===== src/rtl/core/arset_pkg.sv =====
// Shared types and constants for the address range set engine.
package arset_pkg;

  localparam int MAX_RANGES = 32;
  localparam int PAGE_SHIFT = 12;
  localparam int ADDR_BITS  = 32;

  localparam int FIELD_W = 32;
  localparam int EW      = ADDR_BITS + 1;
  localparam int SUM_W   = ((ADDR_BITS > FIELD_W) ? ADDR_BITS : FIELD_W) + 2;
  localparam int IDX_W   = $clog2(MAX_RANGES);
  localparam int CNT_W   = $clog2(MAX_RANGES + 1);
  localparam int LIM_W   = 6;
  localparam int CMP_W   = (CNT_W > LIM_W) ? CNT_W : LIM_W;
  localparam int Q_DEPTH = 2;
  localparam int QP_W    = 1;

  typedef enum logic {
    OP_INSERT = 1'b0,
    OP_REMOVE = 1'b1
  } op_t;

  typedef enum logic {
    ST_DONE = 1'b0,
    ST_FULL = 1'b1
  } result_code_t;

  typedef enum logic [1:0] {
    S_IDLE,
    S_ADD,
    S_MERGE,
    S_CUT
  } back_state_t;

  typedef struct packed {
    op_t           op;
    logic [EW-1:0] lo;
    logic [EW-1:0] hi;
  } req_t;

endpackage


===== src/rtl/core/arset_front.sv =====
// Front end: page rounding and saturation of an incoming request.
module arset_front (
  input  logic                                op,
  input  logic [arset_pkg::FIELD_W-1:0]       base_address,
  input  logic [arset_pkg::FIELD_W-1:0]       byte_length,
  output arset_pkg::req_t                     req
);

  localparam logic [arset_pkg::SUM_W-1:0] PAGE_M1 =
    (arset_pkg::SUM_W'(1) << arset_pkg::PAGE_SHIFT) - arset_pkg::SUM_W'(1);
  localparam logic [arset_pkg::SUM_W-1:0] TOP =
    arset_pkg::SUM_W'(1) << arset_pkg::ADDR_BITS;

  logic [arset_pkg::SUM_W-1:0] lo_raw;
  logic [arset_pkg::SUM_W-1:0] hi_raw;
  logic [arset_pkg::SUM_W-1:0] lo_sat;
  logic [arset_pkg::SUM_W-1:0] hi_sat;

  always_comb begin
    lo_raw = arset_pkg::SUM_W'(base_address) & ~PAGE_M1;
    hi_raw = (arset_pkg::SUM_W'(base_address) + arset_pkg::SUM_W'(byte_length) + PAGE_M1)
             & ~PAGE_M1;
    lo_sat = (lo_raw > TOP) ? TOP : lo_raw;
    hi_sat = (hi_raw > TOP) ? TOP : hi_raw;
    req.op = arset_pkg::op_t'(op);
    req.lo = lo_sat[arset_pkg::EW-1:0];
    req.hi = hi_sat[arset_pkg::EW-1:0];
  end

endmodule


===== config.mk =====
export PLATFORM = sky130hd
export DESIGN_NAME = arset_front
export DESIGN_NICKNAME = d
export VERILOG_FILES = /design/src/rtl/core/arset_pkg.sv /design/src/rtl/core/arset_front.sv
export SDC_FILE = /design/constraint.sdc
export NUM_CORES = 1
export LEC_CHECK = 0
export BUFFER_PORTS_ARGS = -buffer_cell sky130_fd_sc_hd__buf_2
export CORE_ASPECT_RATIO = 1.5
export CORE_MARGIN = 3
export CORE_UTILIZATION = 52
export DETAILED_ROUTE_END_ITERATION = 8
export PLACE_DENSITY_LB_ADDON = 0.05
export SLEW_MARGIN = 30
export SYNTH_ARGS = -nofsm -noshare
export SYNTH_HDL_FRONTEND = slang
export SYNTH_SLANG_ARGS = --single-unit

===== constraint.sdc =====
create_clock -name vclk -period 5.89
set_clock_uncertainty 0.2 [all_clocks]
set_input_delay 0.2945 -clock vclk [all_inputs]
set_output_delay 0.2945 -clock vclk [all_outputs]
set_load 0.005 [all_outputs]

==> flow_metrics.tcl <==
set metrics [dict create \
    run_status "completed" \
    mostFrequentLayoutCells "buf_2 (105), ha_1 (61), inv_1 (47)" \
    start_util 0.546 \
    slew_violations 0 \
    yosysSeqAreaShare 0 \
    powerDensity_nw_per_um2 129 \
    cp_max_fo 21 \
    post-place-cells 492 \
    final_nets 556 \
    design.seq.count 0 \
    hold_ws_ns 0.389 \
    setup_ws_ns 2.15 \
    via_count 2559 \
    cp-start-kind "input port" \
    routed_via_density 5.20 \
    multi_input_area_um2 2010 \
    hpwl_mm 5.39 \
    tightestPinTransition_ns 0.779 \
    arrival_ns 3.24 \
    end_kind "output port" \
    ios 132 \
    slew-limit-headroom 0.480 \
    ir_drop_v 0.0000570 \
    cts_resized 0 \
    grt_pass1_wl_mm 10.2 \
    drtIter0Drc 90 \
    port_buffers 105 \
    drtPass1Iterations 4 \
    netlist_area_um2 2520 \
    drc 0 \
    layoutNonFillerInstCount 492 \
    crit_chain "buf_2, inv_1, ha_1, inv_1, ha_1, a21oi_1, o21ai_1, a31o_1, a311o_1, o311a_1, o21a_1, or2_2, buf_2" \
    hold_depth 0 \
    layout_commonest_cell "buf_2" \
    ant_nets 0 \
    crit_path_top_delay_cell "o21a_1" \
    path_delay_family "compound AO/OA/AOI/OAI gates" \
    avgSynthCellArea_um2 7.00 \
    row_count 30 \
    p_total_mw 0.360 \
    placed_area_um2 2790 \
    routabilityCongestion 0.904 \
    power_leakage_nw 1.68 \
    post_drt_wl_per_cell_um 12.1 \
    setup_tns_ns 0 \
    antenna_cells 0 \
    nFillCells 506 \
    finalSetupViolCount 0 \
    hold_buffers 0 \
    grtUsageTotal 0.206 \
    syn_inst 360 \
    ys_warn_count 0 \
    postCtsSetupRepairBufs 0 \
    drt_wl_total_mm 5.97 \
    grt_pass1_vias 2520 \
    cap_violations 0 \
    nClkBuffers 0 \
    core_um2 4620 \
    dieWidth_um 62.8 \
    die_y_um 91.3 \
    die-area_um2 5730 \
    critPathMaxStageDelay_ns 0.45 \
    globalRouteOverflowTotal 0 \
    critPathKind "input port to output port" \
    synth_cell_types 44 \
    grt_max_degree 22 \
    min_from "op" \
    cp.required_ns 5.40 \
    dp_slack_ns 2.16 \
    areaGrowthSynthToFinish_pct 10.8 \
    period_minus_slack_ns 3.74 \
    antenna_found_initial 0 \
    min_path_type "input port to output port" \
    fin_area_um2 2790 \
    regArea_um2 0 \
    hold_viol_final 0 \
    drive_above_1_share 0.259 \
    utilization 0.605 \
    critPathBufInv 4 \
    min_to "req[66]" \
    fmax_ghz 0.267 \
    fin_crit_sh 0.635 \
    rsz0062_at_grt "false" \
]
how the worst max path moves through the flow:
stage                           from  endpoint  slack (ns)  depth (start not counted)
floorplan            base_address[7]   req[27]        2.80                         12
global placement     base_address[7]   req[32]        2.21                         13
detailed placement   base_address[7]   req[32]        2.16                         13
CTS                  base_address[7]   req[32]        2.16                         13
global route        base_address[11]   req[28]        1.90                         13
finish               base_address[7]   req[32]        2.15                         13
cells by family (layout without fill, tap and decap cells):
kind of cell    count (synthesis)  count (layout)  synth area share
other cells                     1              25           0.00149
simple gates                   84              84             0.161
mux                             2               2           0.00794
buf+inv                       108             152             0.238
xor+xnor                       17              17            0.0591
compound gates                 87              87             0.229
fa+ha+maj                      61              61             0.303
power by group:
| part | total, mW | internal, mW | switching [mW] |
|---|---|---|---|
| Combinational | 0.360 | 0.160 | 0.200 |
| Clock | 0 | 0 | 0 |
| Sequential | 0 | 0 | 0 |
per-layer routing:
| metal | vias to the layer above | track usage | wire length, um |
|---|---|---|---|
| met5 | - | 0 | 0 |
| met4 | 0 | 0.0460 | 110 |
| met3 | 8 | 0.0111 | 246 |
| met2 | 73 | 0.442 | 3480 |
| met1 | 1153 | 0.206 | 2140 |
| li1 | 1325 | - | - |
layout make-up:
class / count / area share
Multi-Input combinational cell: 276 / 0.720
Timing Repair Buffer: 105 / 0.188
Inverter: 47 / 0.0632
Tap cell: 64 / 0.0287
cells in the mapped netlist, types with 4 or more instances:
| cell type | count | share of area |
|---|---|---|
| buf_4 | 46 | 0.14 |
| inv_1 | 47 | 0.070 |
| nand4_1 | 10 | 0.025 |
| a21o_1 | 13 | 0.039 |
| o21ai_0 | 16 | 0.032 |
| a21oi_1 | 21 | 0.042 |
| buf_2 | 6 | 0.012 |
| ha_1 | 61 | 0.30 |
| nor3_1 | 23 | 0.046 |
| xnor2_1 | 13 | 0.045 |
| a31oi_1 | 4 | 0.0099 |
| nand2_1 | 22 | 0.033 |
| clkbuf_1 | 7 | 0.010 |
| nor2_1 | 16 | 0.024 |
| xor2_1 | 4 | 0.014 |
| o21a_1 | 9 | 0.027 |
Power figures use the tool's default switching activity.
