### config.mk
export PLATFORM = sky130hd
export DESIGN_NAME = arset_back
export DESIGN_NICKNAME = d
export VERILOG_FILES = /design/src/rtl/core/arset_pkg.sv /design/src/rtl/core/arset_back.sv
export SDC_FILE = /design/constraint.sdc
export NUM_CORES = 2
export LEC_CHECK = 0
export BUFFER_PORTS_ARGS = -buffer_cell sky130_fd_sc_hd__buf_4
export CAP_MARGIN = 10
export CORE_UTILIZATION = 31
export CTS_BUF_LIST = sky130_fd_sc_hd__clkbuf_4 sky130_fd_sc_hd__clkbuf_8 sky130_fd_sc_hd__clkbuf_16
export DETAILED_ROUTE_END_ITERATION = 8
export GPL_TIMING_DRIVEN = 1
export PLACE_DENSITY = 0.44
export SLEW_MARGIN = 20
export SYNTH_ARGS = -nofsm -noshare
export SYNTH_HDL_FRONTEND = slang
export SYNTH_SLANG_ARGS = --single-unit
export TNS_END_PERCENT = 5
### constraint.sdc
create_clock -name clk -period 17.67 [get_ports clk]
set_input_delay 1.767 -clock clk [delete_from_list [all_inputs] [get_ports clk]]
set_output_delay 1.767 -clock clk [all_outputs]
set_load 0.02 [all_outputs]
### src/rtl/core/arset_pkg.sv
// Shared types and constants for the address range set engine.
package arset_pkg;

  localparam int MAX_RANGES = 32;
  localparam int PAGE_SHIFT = 12;
  localparam int ADDR_BITS  = 32;

  localparam int FIELD_W = 32;
  localparam int EW      = ADDR_BITS + 1;
  localparam int SUM_W   = ((ADDR_BITS > FIELD_W) ? ADDR_BITS : FIELD_W) + 2;
  localparam int IDX_W   = $clog2(MAX_RANGES);
  localparam int CNT_W   = $clog2(MAX_RANGES + 1);
  localparam int LIM_W   = 6;
  localparam int CMP_W   = (CNT_W > LIM_W) ? CNT_W : LIM_W;
  localparam int Q_DEPTH = 2;
  localparam int QP_W    = 1;

  typedef enum logic {
    OP_INSERT = 1'b0,
    OP_REMOVE = 1'b1
  } op_t;

  typedef enum logic {
    ST_DONE = 1'b0,
    ST_FULL = 1'b1
  } result_code_t;

  typedef enum logic [1:0] {
    S_IDLE,
    S_ADD,
    S_MERGE,
    S_CUT
  } back_state_t;

  typedef struct packed {
    op_t           op;
    logic [EW-1:0] lo;
    logic [EW-1:0] hi;
  } req_t;

endpackage

### src/rtl/core/arset_back.sv
// Back end: range table and the sequencer that inserts, merges and cuts.
module arset_back (
  input  logic                         clk,
  input  logic                         rst,
  input  logic                         q_valid,
  input  arset_pkg::req_t              q_req,
  output logic                         q_pop,
  input  logic [arset_pkg::LIM_W-1:0]  range_limit,
  output logic                         res_valid,
  output logic                         res_status,
  output logic [arset_pkg::CNT_W-1:0]  count
);

  localparam int EW = arset_pkg::EW;
  localparam int CW = arset_pkg::CNT_W;
  localparam int IW = arset_pkg::IDX_W;

  logic [EW-1:0] ent_s [arset_pkg::MAX_RANGES];
  logic [EW-1:0] ent_e [arset_pkg::MAX_RANGES];

  arset_pkg::back_state_t state, state_next;
  logic [CW-1:0] idx, idx_next;
  logic [CW-1:0] gi, gi_next;
  logic [CW-1:0] count_next;
  logic [EW-1:0] lo, lo_next, hi, hi_next, cs, cs_next, ce, ce_next;
  logic          res_valid_next, res_status_next;

  logic          wr_s_en, wr_e_en, drop_en;
  logic [IW-1:0] wr_idx;
  logic [EW-1:0] wr_s, wr_e;
  logic [EW-1:0] rs, re;
  logic          room;

  assign rs   = ent_s[idx[IW-1:0]];
  assign re   = ent_e[idx[IW-1:0]];
  assign room = (count < CW'(arset_pkg::MAX_RANGES)) &&
                (arset_pkg::CMP_W'(count) < arset_pkg::CMP_W'(range_limit));

  always_comb begin
    state_next      = state;
    idx_next        = idx;
    gi_next         = gi;
    count_next      = count;
    lo_next         = lo;
    hi_next         = hi;
    cs_next         = cs;
    ce_next         = ce;
    res_valid_next  = 1'b0;
    res_status_next = res_status;
    wr_s_en         = 1'b0;
    wr_e_en         = 1'b0;
    drop_en         = 1'b0;
    wr_idx          = idx[IW-1:0];
    wr_s            = '0;
    wr_e            = '0;
    q_pop           = 1'b0;
    case (state)
      arset_pkg::S_IDLE: begin
        if (q_valid) begin
          q_pop    = 1'b1;
          lo_next  = q_req.lo;
          hi_next  = q_req.hi;
          idx_next = '0;
          if (q_req.op == arset_pkg::OP_REMOVE) begin
            state_next = arset_pkg::S_CUT;
          end else if (q_req.hi <= q_req.lo) begin
            res_valid_next  = 1'b1;
            res_status_next = arset_pkg::ST_DONE;
          end else begin
            state_next = arset_pkg::S_ADD;
          end
        end
      end
      arset_pkg::S_ADD: begin
        if (idx == count) begin
          res_valid_next = 1'b1;
          state_next     = arset_pkg::S_IDLE;
          if (room) begin
            wr_s_en         = 1'b1;
            wr_e_en         = 1'b1;
            wr_idx          = count[IW-1:0];
            wr_s            = lo;
            wr_e            = hi;
            count_next      = count + 1'b1;
            res_status_next = arset_pkg::ST_DONE;
          end else begin
            res_status_next = arset_pkg::ST_FULL;
          end
        end else if (hi < rs || lo > re) begin
          idx_next = idx + 1'b1;
        end else if (lo >= rs && hi <= re) begin
          res_valid_next  = 1'b1;
          res_status_next = arset_pkg::ST_DONE;
          state_next      = arset_pkg::S_IDLE;
        end else begin
          cs_next    = (lo < rs) ? lo : rs;
          ce_next    = (hi > re) ? hi : re;
          gi_next    = idx;
          idx_next   = '0;
          state_next = arset_pkg::S_MERGE;
        end
      end
      arset_pkg::S_MERGE: begin
        if (idx == count) begin
          wr_s_en         = 1'b1;
          wr_e_en         = 1'b1;
          wr_idx          = gi[IW-1:0];
          wr_s            = cs;
          wr_e            = ce;
          res_valid_next  = 1'b1;
          res_status_next = arset_pkg::ST_DONE;
          state_next      = arset_pkg::S_IDLE;
        end else if (idx == gi) begin
          idx_next = idx + 1'b1;
        end else if ((cs <= re && re <= ce) || (rs <= ce && re > ce)) begin
          cs_next    = (rs < cs) ? rs : cs;
          ce_next    = (re > ce) ? re : ce;
          drop_en    = 1'b1;
          count_next = count - 1'b1;
          if (idx < gi) gi_next = gi - 1'b1;
        end else begin
          idx_next = idx + 1'b1;
        end
      end
      arset_pkg::S_CUT: begin
        if (idx == count) begin
          res_valid_next  = 1'b1;
          res_status_next = arset_pkg::ST_DONE;
          state_next      = arset_pkg::S_IDLE;
        end else if (lo <= rs) begin
          if (hi <= rs) begin
            idx_next = idx + 1'b1;
          end else if (hi >= re) begin
            drop_en    = 1'b1;
            count_next = count - 1'b1;
          end else begin
            wr_s_en  = 1'b1;
            wr_s     = hi;
            idx_next = idx + 1'b1;
          end
        end else if (hi >= re) begin
          if (lo < re) begin
            wr_e_en = 1'b1;
            wr_e    = lo;
          end
          idx_next = idx + 1'b1;
        end else begin
          // cut strictly inside: keep head, re-insert the tail
          wr_e_en    = 1'b1;
          wr_e       = lo;
          lo_next    = hi;
          hi_next    = re;
          idx_next   = '0;
          state_next = arset_pkg::S_ADD;
        end
      end
      default: state_next = arset_pkg::S_IDLE;
    endcase
  end

  always_ff @(posedge clk) begin
    for (int k = 0; k < arset_pkg::MAX_RANGES; k++) begin
      if (drop_en && (IW'(k) >= idx[IW-1:0]) && (k < arset_pkg::MAX_RANGES - 1)) begin
        ent_s[k] <= ent_s[IW'(k + 1)];
        ent_e[k] <= ent_e[IW'(k + 1)];
      end else if (wr_idx == IW'(k)) begin
        if (wr_s_en) ent_s[k] <= wr_s;
        if (wr_e_en) ent_e[k] <= wr_e;
      end
    end
  end

  always_ff @(posedge clk) begin
    if (rst) begin
      state      <= arset_pkg::S_IDLE;
      count      <= '0;
      res_valid  <= 1'b0;
      res_status <= arset_pkg::ST_DONE;
      idx        <= '0;
      gi         <= '0;
    end else begin
      state      <= state_next;
      count      <= count_next;
      res_valid  <= res_valid_next;
      res_status <= res_status_next;
      idx        <= idx_next;
      gi         <= gi_next;
    end
  end

  always_ff @(posedge clk) begin
    lo <= lo_next;
    hi <= hi_next;
    cs <= cs_next;
    ce <= ce_next;
  end

  a_count_max: assert property (@(posedge clk) disable iff (rst)
    count <= CW'(arset_pkg::MAX_RANGES))
    else $error("entry count above table size");

  a_res_idle: assert property (@(posedge clk) disable iff (rst)
    res_valid |-> state == arset_pkg::S_IDLE)
    else $error("result strobe while sequencer busy");

  a_full_nochg: assert property (@(posedge clk) disable iff (rst)
    (res_valid && res_status) |-> count == $past(count))
    else $error("table full report but count changed");

  a_merge_gi: assert property (@(posedge clk) disable iff (rst)
    state == arset_pkg::S_MERGE |-> gi < count)
    else $error("growing entry index out of table");

endmodule

==> results.tsv <==
stage	metric	value	unit
synthesis	yosys_warnings	0	
synthesis	synthCells	7501	
timing	min_period_over_period	0.5816	
synthesis	synth.most_common_cell	edfxtp_1	
route	wl	445.3	mm
route	wl_per_cell	34.29	µm
cells_and_area	nets	7947	
worst_hold_path	min_from	gi[1]	
synthesis	syn-num-nets	7898	
floorplan	num_rows	230	
timing	max_freq	97.31	MHz
clock_network	cts_tree	done	
critical_path	required	18.32	ns
timing	fin_crit	10.28	ns
clock_network	h-tree-depth	5	
critical_path	worstSetupStartpointType	flop	
cells_and_area	area_delta_synth_final	13.73	%
clock_network	clockRootBuffer	clkbuf_16	
clock_network	cts_buffer_depth	4	
timing	relSlewSlack	0.2025	
power	p_leak	45.10	nW
critical_path	ff2ff_path_depth	22	
critical_path	worstPathMaxFanout	72	
floorplan	core-area	392500	µm²
global_routing	antenna_found_initial	46	
timing	rsz0062_at_grt	no	
clock_network	post-cts-setup-buffers	0	
power	pwr_density_cell	130.7	nW/µm²
synthesis	synth.cell_area	122200	µm²
synthesis	ys_seq_area_frac	0.5558	
route	drcViolationCount	0	
synthesis	synth_top_area_frac	0.5513	
route	drtPass1Iterations	8	
run	drv_cap	0	
global_routing	grt_usage	0.2204	
timing	finalHoldWorstSlack	0.4945	ns
placed_design	place_area	130000	µm²
worst_hold_path	hold_path_class	flop to flop	
clock_network	insertion_delay	0.92	ns
critical_path	worst-r2r-setup-slack	7.39	ns
synthesis	synthTopCellsByArea	edfxtp_1 (55%), mux2_2 (15%), mux4_2 (12%), mux2_1 (4.0%), ha_1 (3.3%)	
clock_network	clk_pin_slew	0.07	ns
critical_path	rr_endpoint	ent_e[20][4]	
synthesis	syn_area_per_cell	16.29	µm²
timing	skew	0.09616	ns
clock_network	numCtsBuffers	284	
floorplan	initial_core_util	0.3114	
timing	setup_viol	0	
timing	drv_slew	0	
cells_and_area	nFillCells	37360	
synthesis	async_flop_share	0	
timing	fin_setup_tns	0	ns
route	drtIter0Drc	7487	
critical_path	cp.arrival	10.93	ns
global_routing	grt_max_degree	113	
floorplan	die_height	629.9	µm
clock_network	cts_hold_buf	0	
critical_path	critical_path_class	flop to flop	
synthesis	ys_ff_latch	2271	
power	finalPower	18.16	mW
cells_and_area	fin_util	0.3541	
critical_path	worst_setup_path_end_kind	flop	
timing	hold_viol_final	0	
timing	worst_pin_slew	1.196	ns
floorplan	ios	85	
route	antenna_left	0	
global_routing	grt-ovfl-total	0	
run_status	outcome	finished clean	
worst_hold_path	whs_path_depth	2	
global_routing	grt_pass1_wl	617.0	mm
cells_and_area	drive_gt1_frac	0.4318	
synthesis	synth_top_cell_by_area	edfxtp_1	
synthesis	synth_common_cells	edfxtp_1 (2,244), mux2_2 (1,612), mux4_2 (660)	
floorplan	die_x	629.9	µm
power	max-vdd-ir-drop	0.08189	mV
placed_design	gp_congestion	0.8794	
route	vias_per_cell	5.578	
clock_network	post_cts_resize_count	0	
placed_design	dp_hpwl	280.0	mm
synthesis	ys_types	83	
placed_design	io_buffers	84	
synthesis	synth-edff-count	2244	
worst_hold_path	hold_end	gi[1]	
floorplan	dieArea	396800	µm²
cells_and_area	design_area	139000	µm²
synthesis	synth-main-ff-cell	edfxtp_1	
clock_network	clock_sinks	2271	
global_routing	grt_pass1_vias	73500	
route	vias	72450	
==> per-layer routing <==
layer  track usage  vias up  part of all wire
li1              -    30480                 -
met1        0.3179    39150              0.45
met2        0.3420     2351              0.45
met3       0.03269      475             0.061
met4       0.06575        2             0.033
met5             0        -          0.000029
==> logic make-up after synthesis <==
family | Yosys count | synth area share
muxes | 2779 | 0.3161
DFF | 2271 | 0.5558
buffers and inverters | 841 | 0.03306
and+or+nand+nor | 646 | 0.02539
AOI/OAI and AO/OA | 632 | 0.03595
adders and majority gates | 321 | 0.03292
xor gates and xnor gates | 11 | 0.0007883
==> worst max-delay path by stage <==
stage                     start            end  cells after the start
after floorplan            flop          cs[0]                     18
after global placement     flop  ent_s[15][29]                     19
after detailed placement   flop   ent_e[17][8]                     22
after CTS                  flop   ent_s[28][1]                     22
after global routing       flop  ent_s[28][24]                     22
final                      flop   ent_e[20][4]                     22
==> power breakdown <==
group / total (mW) / switching (mW) / internal (mW) / leakage, nW
sequential: 6.94 / 0.359 / 6.58 / 20.5
clock: 5.75 / 2.41 / 3.34 / 4.45
combinational: 5.47 / 3.67 / 1.80 / 20.1
==> worst max-delay path, cell delays in order, from the launching register on <==
cell and delay [ns]:
dfxtp_4 0.91, buf_12 0.42, buf_4 0.87, mux4_2 0.67
mux4_2 0.53, mux2i_1 0.21, buf_4 0.31, inv_1 0.08
ha_1 0.30, nand4_1 0.14, nor4_1 0.84, inv_1 0.09
o22ai_1 0.31, o21ai_0 0.27, a211oi_1 0.48, nor3_2 0.10
buf_4 0.24, o21ai_4 0.16, buf_4 0.55, buf_4 0.92
o211ai_4 0.13, buf_4 0.34, mux2_1 0.44
==> stage by stage <==
stage                     setup slack [ns]  cells
final                                7.393  12990
after floorplan                      6.375   7501
after global routing                 6.711  12980
after CTS                            7.280  12980
after global placement               6.993  12480
after detailed placement             7.260  12480
==> state kept, by name, indices dropped and copies added, names as in the netlist, named ones only <==
name / cells
hi: 33
idx: 6
state: 2
res_status: 1
ent_e: 1056
count: 6
res_valid: 1
lo: 33
ent_s: 1056
gi: 6
cs: 33
ce: 33
==> area by class of cell <==
cell class | count | area (µm²) | area share
inverters | 202 | 758.2 | 0.005455
clock inverters | 144 | 1184 | 0.008516
flip-flops and latches | 2271 | 67940 | 0.4888
well taps | 5220 | 6531 | 0.04699
repair buffers | 402 | 3163 | 0.02276
diodes | 12 | 30.03 | 0.0002160
clock buffers | 348 | 7745 | 0.05572
multi-input cells | 4389 | 51640 | 0.3715
==> placed cells by master (no fill, tap or decap), types with 39 or more instances in the layout <==
cell type / count
o21ai_0: 97
clkinv_2: 39
a21oi_1: 214
clkbuf_16: 293
clkbuf_4: 55
nor2_1: 196
mux2_2: 1612
inv_1: 201
mux4_2: 660
nand4_1: 65
buf_4: 391
nand2_1: 148
nor2_2: 64
mux2_1: 436
ha_1: 318
edfxtp_1: 2244
a222oi_1: 66
clkinv_1: 69
mux2i_1: 46
No activity file was read; power rests on OpenSTA's default activity.
