### src/rtl/core/arset_pkg.sv
// Shared types and constants for the address range set engine.
package arset_pkg;

  localparam int MAX_RANGES = 32;
  localparam int PAGE_SHIFT = 12;
  localparam int ADDR_BITS  = 32;

  localparam int FIELD_W = 32;
  localparam int EW      = ADDR_BITS + 1;
  localparam int SUM_W   = ((ADDR_BITS > FIELD_W) ? ADDR_BITS : FIELD_W) + 2;
  localparam int IDX_W   = $clog2(MAX_RANGES);
  localparam int CNT_W   = $clog2(MAX_RANGES + 1);
  localparam int LIM_W   = 6;
  localparam int CMP_W   = (CNT_W > LIM_W) ? CNT_W : LIM_W;
  localparam int Q_DEPTH = 2;
  localparam int QP_W    = 1;

  typedef enum logic {
    OP_INSERT = 1'b0,
    OP_REMOVE = 1'b1
  } op_t;

  typedef enum logic {
    ST_DONE = 1'b0,
    ST_FULL = 1'b1
  } result_code_t;

  typedef enum logic [1:0] {
    S_IDLE,
    S_ADD,
    S_MERGE,
    S_CUT
  } back_state_t;

  typedef struct packed {
    op_t           op;
    logic [EW-1:0] lo;
    logic [EW-1:0] hi;
  } req_t;

endpackage

### src/rtl/core/arset_queue.sv
// Two-entry request queue between front end and back end.
module arset_queue (
  input  logic            clk,
  input  logic            rst,
  input  logic            push,
  input  arset_pkg::req_t push_req,
  output logic            full,
  output logic            pop_valid,
  input  logic            pop,
  output arset_pkg::req_t pop_req
);

  arset_pkg::req_t               slots [arset_pkg::Q_DEPTH];
  logic [arset_pkg::QP_W-1:0]    wptr;
  logic [arset_pkg::QP_W-1:0]    rptr;
  logic [arset_pkg::QP_W:0]      fill;

  assign full      = (fill == (arset_pkg::QP_W + 1)'(arset_pkg::Q_DEPTH));
  assign pop_valid = (fill != '0);
  assign pop_req   = slots[rptr];

  always_ff @(posedge clk) begin
    if (push && !full) begin
      slots[wptr] <= push_req;
    end
  end

  always_ff @(posedge clk) begin
    if (rst) begin
      wptr <= '0;
      rptr <= '0;
      fill <= '0;
    end else begin
      if (push && !full) wptr <= wptr + 1'b1;
      if (pop && pop_valid) rptr <= rptr + 1'b1;
      fill <= fill + (arset_pkg::QP_W + 1)'(push && !full)
                   - (arset_pkg::QP_W + 1)'(pop && pop_valid);
    end
  end

endmodule

### config.mk
export PLATFORM = sky130hd
export DESIGN_NAME = arset_queue
export DESIGN_NICKNAME = d
export VERILOG_FILES = /design/src/rtl/core/arset_pkg.sv /design/src/rtl/core/arset_queue.sv
export SDC_FILE = /design/constraint.sdc
export NUM_CORES = 1
export LEC_CHECK = 0
export BUFFER_PORTS_ARGS = -buffer_cell sky130_fd_sc_hd__buf_2
export CAP_MARGIN = 20
export CORE_MARGIN = 4
export CORE_UTILIZATION = 55
export CTS_CLUSTER_DIAMETER = 40
export DETAILED_ROUTE_END_ITERATION = 12
export PLACE_DENSITY = 0.89
export SLEW_MARGIN = 20
export SYNTH_ARGS = -nofsm -noshare
export SYNTH_HDL_FRONTEND = slang
export SYNTH_SLANG_ARGS = --single-unit
export TNS_END_PERCENT = 10
### constraint.sdc
create_clock -name clk -period 7.1 [get_ports clk]
set_input_delay 0.71 -clock clk [delete_from_list [all_inputs] [get_ports clk]]
set_output_delay 0.71 -clock clk [all_outputs]
set_load 0.05 [all_outputs]
==> flow_summary.json, run 1 <==
{
  "drc": 0,
  "switchingPower_mw": 1.08,
  "slew_viol_final": 0,
  "pin_count": 140,
  "outcome": "finished, final reports clean",
  "numCtsBuffers": 17,
  "cellLeakagePower_nw": 2.46,
  "avgSynthCellArea_sq_um": 21.6,
  "clk_pin_slew_ns": 0.06,
  "drt-pass1-iter-count": 5,
  "grt_util_all_layers_pct": 17.8,
  "synth_cell_type_count": 23,
  "swShare_pct": 36.9,
  "fin_crit_sh_pct": 44.7,
  "cts_resized": 0,
  "min_period_ns": 3.17,
  "tightest_slew_ns": 0.903,
  "antenna_found_initial": 0,
  "async_reset_ff_share_pct": 0,
  "final_nets": 462,
  "post_cts_buffers": 0,
  "core_area_sq_um": 8850,
  "synthesis.nets": 308,
  "p_per_area_nw_per_um2": 455,
  "overflow": 0,
  "crit_type": "reg -> out",
  "clockRootBuffer": "clkbuf_8",
  "clock_sinks": 139,
  "ys.flop_type": "edfxtp_1",
  "cpPeakStageDelay_ns": 0.80,
  "crit_chain": "buf_4 -> mux2_2 -> buf_2",
  "syn_area_sq_um": 5070,
  "fin_skew_ns": 0.00465,
  "critPathArrivalTime_ns": 2.46,
  "antenna_cells": 0,
  "drt_iter0_markers": 85,
  "ant_nets": 0,
  "die-height_microns": 104,
  "hold_class": "in -> reg",
  "timing.max_cap.violations": 0,
  "dp_cells": 478,
  "drive_gt1_share_pct": 60.8,
  "fin_ws_ns": 3.93,
  "dieArea_sq_um": 10800,
  "min_from": "push_req[2]",
  "intPower_mw": 1.85,
  "start_util_pct": 57.3,
  "cts-htree-levels": 4,
  "cts_tree": "built",
  "insertion_delay_ns": 0.48,
  "worstSetupStartpointType": "flip-flop",
  "wl_per_cell_microns": 18.4,
  "syn_inst": 235,
  "syn_to_final_growth_pct": 26.9,
  "synth_top_area_share_pct": 79.3,
  "num_vias": 2637,
  "cts_hold_buf": 0,
  "yosysSeqAreaShare_pct": 81.3,
  "pre_cts_ws_ns": 4.38,
  "synth_enable_flop_cells": 134,
  "wl_microns": 9340,
  "synth_common_cells": "edfxtp_1, mux2_2, dfxtp_1",
  "comb_power_share_pct": 33.7,
  "grt_setup_unrepaired": "false",
  "clockBufferDepth": 2,
  "grt_max_degree": 68,
  "grt_pass1_vias": 2983,
  "synth_warnings": 0,
  "place_area_sq_um": 5870,
  "hpwlAfterDp_microns": 6190,
  "fmax_ghz": 0.315,
  "synth.ff_latch_count": 139,
  "worstPathRequired_ns": 6.39,
  "slowest_stage": "dfxtp_2",
  "synth_area_leader_cell": "edfxtp_1",
  "finalSetupTns_ns": 0,
  "cp-end-kind": "output pin",
  "stdcell_count": 508,
  "critPathMaxFanout": 36,
  "fillCellCount": 575,
  "row_count": 34,
  "relSlewSlack_pct": 39.8,
  "synth_most_common_cell": "edfxtp_1",
  "final_hold_viol_count": 0,
  "synth_area_leaders": "edfxtp_1, mux2_2, dfxtp_1",
  "post-route-cell-area_sq_um": 6440,
  "setup_viol": 0,
  "routed_via_density": 5.19,
  "io_buffers": 139,
  "die_x_microns": 104,
  "p_seq_share_pct": 37.8,
  "gp_congestion": 0.728,
  "power.share.clock_pct": 28.5,
  "grt_pass1_wl_microns": 15100,
  "irDropWorstVdd_v": 0.000328,
  "r2r-start": "fill[0]$_SDFF_PP0_"
}
==> cells in the final DEF, fill, tap and decap left out, drive strengths merged <==
| cell | n |
|---|---|
| nor2 | 3 |
| edfxtp | 134 |
| nand2b | 1 |
| xor2 | 1 |
| clkinv | 8 |
| o21ai | 1 |
| xnor2 | 1 |
| nor3 | 1 |
| clkinvlp | 2 |
| bufinv | 3 |
| inv | 4 |
| clkbuf | 17 |
| or3 | 1 |
| o21a | 1 |
| ha | 2 |
| a21oi | 1 |
| and2 | 1 |
| nand2 | 1 |
| dfxtp | 5 |
| mux2 | 67 |
| or2 | 1 |
| buf | 142 |
| nor2b | 1 |
| and3 | 1 |
==> logic make-up after synthesis <==
| kind of cell | after synthesis | share of synthesized area [%] |
|---|---|---|
| adders and majority gates | 2 | 0.493 |
| buffers and inverters | 11 | 1.41 |
| DFF | 139 | 81.3 |
| xor gates and xnor gates | 2 | 0.345 |
| and+or+nand+nor | 11 | 1.21 |
| muxes | 67 | 14.9 |
| AOI/OAI and AO/OA | 3 | 0.345 |
==> layout make-up <==
type                            instances  area [sq um]  share of cell area, %
Sequential cell                       139          4130                   64.1
Multi-Input combinational cell         85           876                   13.6
Timing Repair Buffer                  142           718                   11.2
Clock buffer                           17           414                   6.43
Clock inverter                         13           154                   2.39
Tap cell                              108           135                   2.10
Inverter                                4          15.0                  0.233
==> power by group through the flow <==
stage	combinational (mW)	clock, mW	sequential [mW]
floorplan	0.823	0	1.09
global placement	0.983	0	1.11
detailed placement	0.995	0	1.12
CTS	0.998	0.847	1.11
global route	1.04	0.891	1.12
finish	0.987	0.834	1.11
==> path summary, 6_finish.rpt <==
kind | depth (start not counted) | slack [ns] | endpoint
max | 3 | 3.93 | pop_req[28]
min | 1 | 0.41 | slots[0][2]$_DFFE_PP_
max reg2reg | 3 | 4.90 | slots[1][17]$_DFFE_PP_
min reg2reg | 2 | 0.50 | wptr$_SDFFE_PP0P_
==> stage by stage <==
step                      total power, mW  utilization (%)  hold slack, ns
final                                2.93             72.8           0.414
after global routing                 3.05             72.8           0.383
after CTS                            2.95             72.8           0.388
after detailed placement             2.12             66.3           0.495
after global placement               2.10             66.3           0.469
after floorplan                      1.91                -           0.451
==> critical path, delay by kind of cell (launching register included) <==
kind	cells	cell delay [ns]
buffers and inverters	2	0.74
DFF	1	0.80
muxes	1	0.40
==> routing by layer <==
layer	up-vias	part of all wire, %	track usage [%]	routed length, microns
li1	1226	-	-	-
met2	102	52	30.6	4880
met1	1303	40	21.0	3720
met4	0	0.74	6.17	69
met5	-	0	0	0
met3	6	7.2	5.96	669
==> state kept, by name (all words and copies together), names as in the netlist, named ones only <==
signal and count:
wptr 1, rptr 1, slots 134, fill 2
Power figures use the tool's default switching activity.
==> run 2: changes to the inputs <==
CORE_UTILIZATION = 52   (was 55)
PLACE_DENSITY = 0.85   (was 0.89)
clock period = 3.3 ns   (was 7.1 ns; I/O delays follow)
==> run 2 against run 1 <==
Routed wire length grew 7.2%. Utilization increased by 1.5 points. Global-route usage decreased by 1.9 points. Combinational power increased by 120%. Critical path type unchanged.
==> flow_summary.json, run 2 (same netlist as run 1, synthesis figures left out) <==
{
  "outcome": "finished, final reports clean",
  "top_regs": "slots (134), fill (2)",
  "grt_util_all_layers_pct": 15.9,
  "p_seq_share_pct": 37.8,
  "die-height_microns": 107,
  "drive_gt1_share_pct": 54.1,
  "dr_wl_met2_microns": 5500,
  "multi_input_area_sq_um": 880,
  "crit_family": "flip-flops",
  "routed_via_density": 4.88,
  "largest_reg_flops": 134,
  "r2r_slack_ns": 1.20,
  "overflow": 0,
  "wl_microns": 10000,
  "comb_power_share_pct": 35.2,
  "setup_viol": 0,
  "start_util_pct": 54.1,
  "intPower_mw": 3.89,
  "holdPathEnd": "slots[0][64]$_DFFE_PP_",
  "finalSetupTns_ns": 0,
  "fin_ws_ns": 0.727,
  "slew_viol_final": 0,
  "pre_cts_ws_ns": 1.22,
  "slowest_stage": "dfxtp_2",
  "r2r-start": "fill[0]$_SDFF_PP0_",
  "io_buffers": 139,
  "seqCellArea_sq_um": 4130,
  "irDropWorstVdd_v": 0.000742,
  "wl_per_cell_microns": 17.3,
  "drc": 0,
  "swShare_pct": 38.0,
  "core_area_sq_um": 9370,
  "drt-pass1-iter-count": 4,
  "crit-reg2reg-capture": "slots[0][7]$_DFFE_PP_",
  "timing.max_cap.violations": 0,
  "numCtsBuffers": 17,
  "antenna_found_initial": 0,
  "fin_skew_ns": 0.00754,
  "gp_congestion": 0.707,
  "cts_tree": "built",
  "ant_nets": 0,
  "critPathArrivalTime_ns": 2.24,
  "fillCellCount": 574,
  "fmax_ghz": 0.389,
  "fin_crit_sh_pct": 78.0,
  "relSlewSlack_pct": 37.8,
  "power.share.clock_pct": 27.0,
  "layout_common_cells": "buf_2, edfxtp_1, mux2_2",
  "pin_count": 140,
  "clockBufferDepth": 2,
  "final_nets": 511,
  "final_hold_viol_count": 0,
  "crit_chain": "buf_12 -> mux2_2 -> buf_2",
  "reg2regPathDepth": 5,
  "dieArea_sq_um": 11400,
  "hpwlAfterDp_microns": 5760,
  "worstSetupStartpointType": "flip-flop",
  "grt_pass1_vias": 2806,
  "antenna_cells": 0,
  "cpPeakStageDelay_ns": 0.78,
  "crit_type": "reg -> out",
  "tightest_slew_ns": 0.933,
  "die_x_microns": 107,
  "row_count": 35,
  "route.top_layer_used": "met4",
  "cellLeakagePower_nw": 2.65,
  "clockRootBuffer": "clkbuf_8",
  "cts-htree-levels": 4,
  "critPathMaxFanout": 39,
  "cp_num_buf_inv": 2,
  "syn_to_final_growth_pct": 37.2,
  "insertion_delay_ns": 0.48,
  "stdcell_count": 580,
  "met1_length_microns": 3900,
  "hold_class": "in -> reg",
  "place_area_sq_um": 5920,
  "grt_setup_unrepaired": "false",
  "layout_commonest_cell": "buf_2",
  "hold_path_depth": 1,
  "post_cts_buffers": 0,
  "switchingPower_mw": 2.38,
  "post-route-cell-area_sq_um": 6960,
  "clock_sinks": 139,
  "wl_met3_microns": 549,
  "drt_iter0_markers": 152,
  "min_from": "push_req[64]",
  "worstPathRequired_ns": 2.97,
  "clk_pin_slew_ns": 0.06,
  "finish.utilization_pct": 74.2,
  "p_per_area_nw_per_um2": 902,
  "num_vias": 2831,
  "grt_max_degree": 68,
  "top_register": "slots",
  "min_period_ns": 2.57,
  "cp-end-kind": "output pin",
  "grt_pass1_wl_microns": 13700,
  "dp_cells": 498
}
## run 2: cell types whose count changed in the layout (fill, tap and decap cells not counted), moves of 2 or more
cell           delta
dlygate4sd3_1    +50
buf_4             -3
buf_12            +2
bufinv_16         -2
clkinvlp_4        +2
inv_6             +2
## run 2: through the flow
| step | hold slack (ns) | total power, mW |
|---|---|---|
| 2_1_floorplan | 0.399 | 4.11 |
| 6_report | 0.0395 | 6.27 |
| 3_3_place_gp | 0.480 | 4.54 |
| 3_5_place_dp | 0.484 | 4.57 |
| 5_1_grt | -0.00391 | 6.53 |
| 4_1_cts | 0.000654 | 6.27 |
## run 2: cell type report
| class | instances | area share (%) |
|---|---|---|
| Multi-Input combinational cell | 85 | 12.6 |
| Clock inverter | 14 | 1.76 |
| Sequential cell | 139 | 59.3 |
| Tap cell | 129 | 2.32 |
| Clock buffer | 18 | 6.01 |
| Inverter | 4 | 0.216 |
| Timing Repair Buffer | 191 | 17.8 |
## run 2: worst max-delay path by stage
stage                  startpoint                      to  slack [ns]  cells after the start
3_3_place_gp            flip-flop             pop_req[54]        1.23                      3
5_1_grt                 flip-flop             pop_req[54]        0.59                      3
6_report                flip-flop             pop_req[54]        0.73                      3
2_1_floorplan  fill[0]$_SDFF_PP0_   slots[0][0]$_DFFE_PP_        0.62                      4
4_1_cts                 flip-flop             pop_req[54]        0.72                      3
3_5_place_dp   fill[0]$_SDFF_PP0_  slots[0][12]$_DFFE_PP_        1.22                      5
## run 2: power groups by stage
| stage | Combinational, mW | Clock, mW | Sequential [mW] |
|---|---|---|---|
| finish | 2.21 | 1.69 | 2.37 |
| detailed placement | 2.17 | 0 | 2.41 |
| global placement | 2.15 | 0 | 2.39 |
| CTS | 2.18 | 1.72 | 2.37 |
| floorplan | 1.77 | 0 | 2.34 |
| global route | 2.31 | 1.82 | 2.40 |
## run 2: repair_timing
item	4_1_cts	5_1_grt
hold endpoints to repair	10	87
gates resized for setup	0	0
hold buffers	5	45
## run 2: layer usage
| metal | track usage [%] | vias up |
|---|---|---|
| met2 | 27.9 | 108 |
| met3 | 6.38 | 4 |
| met4 | 4.11 | 0 |
| met1 | 18.2 | 1388 |
| li1 | - | 1331 |
| met5 | 0 | - |
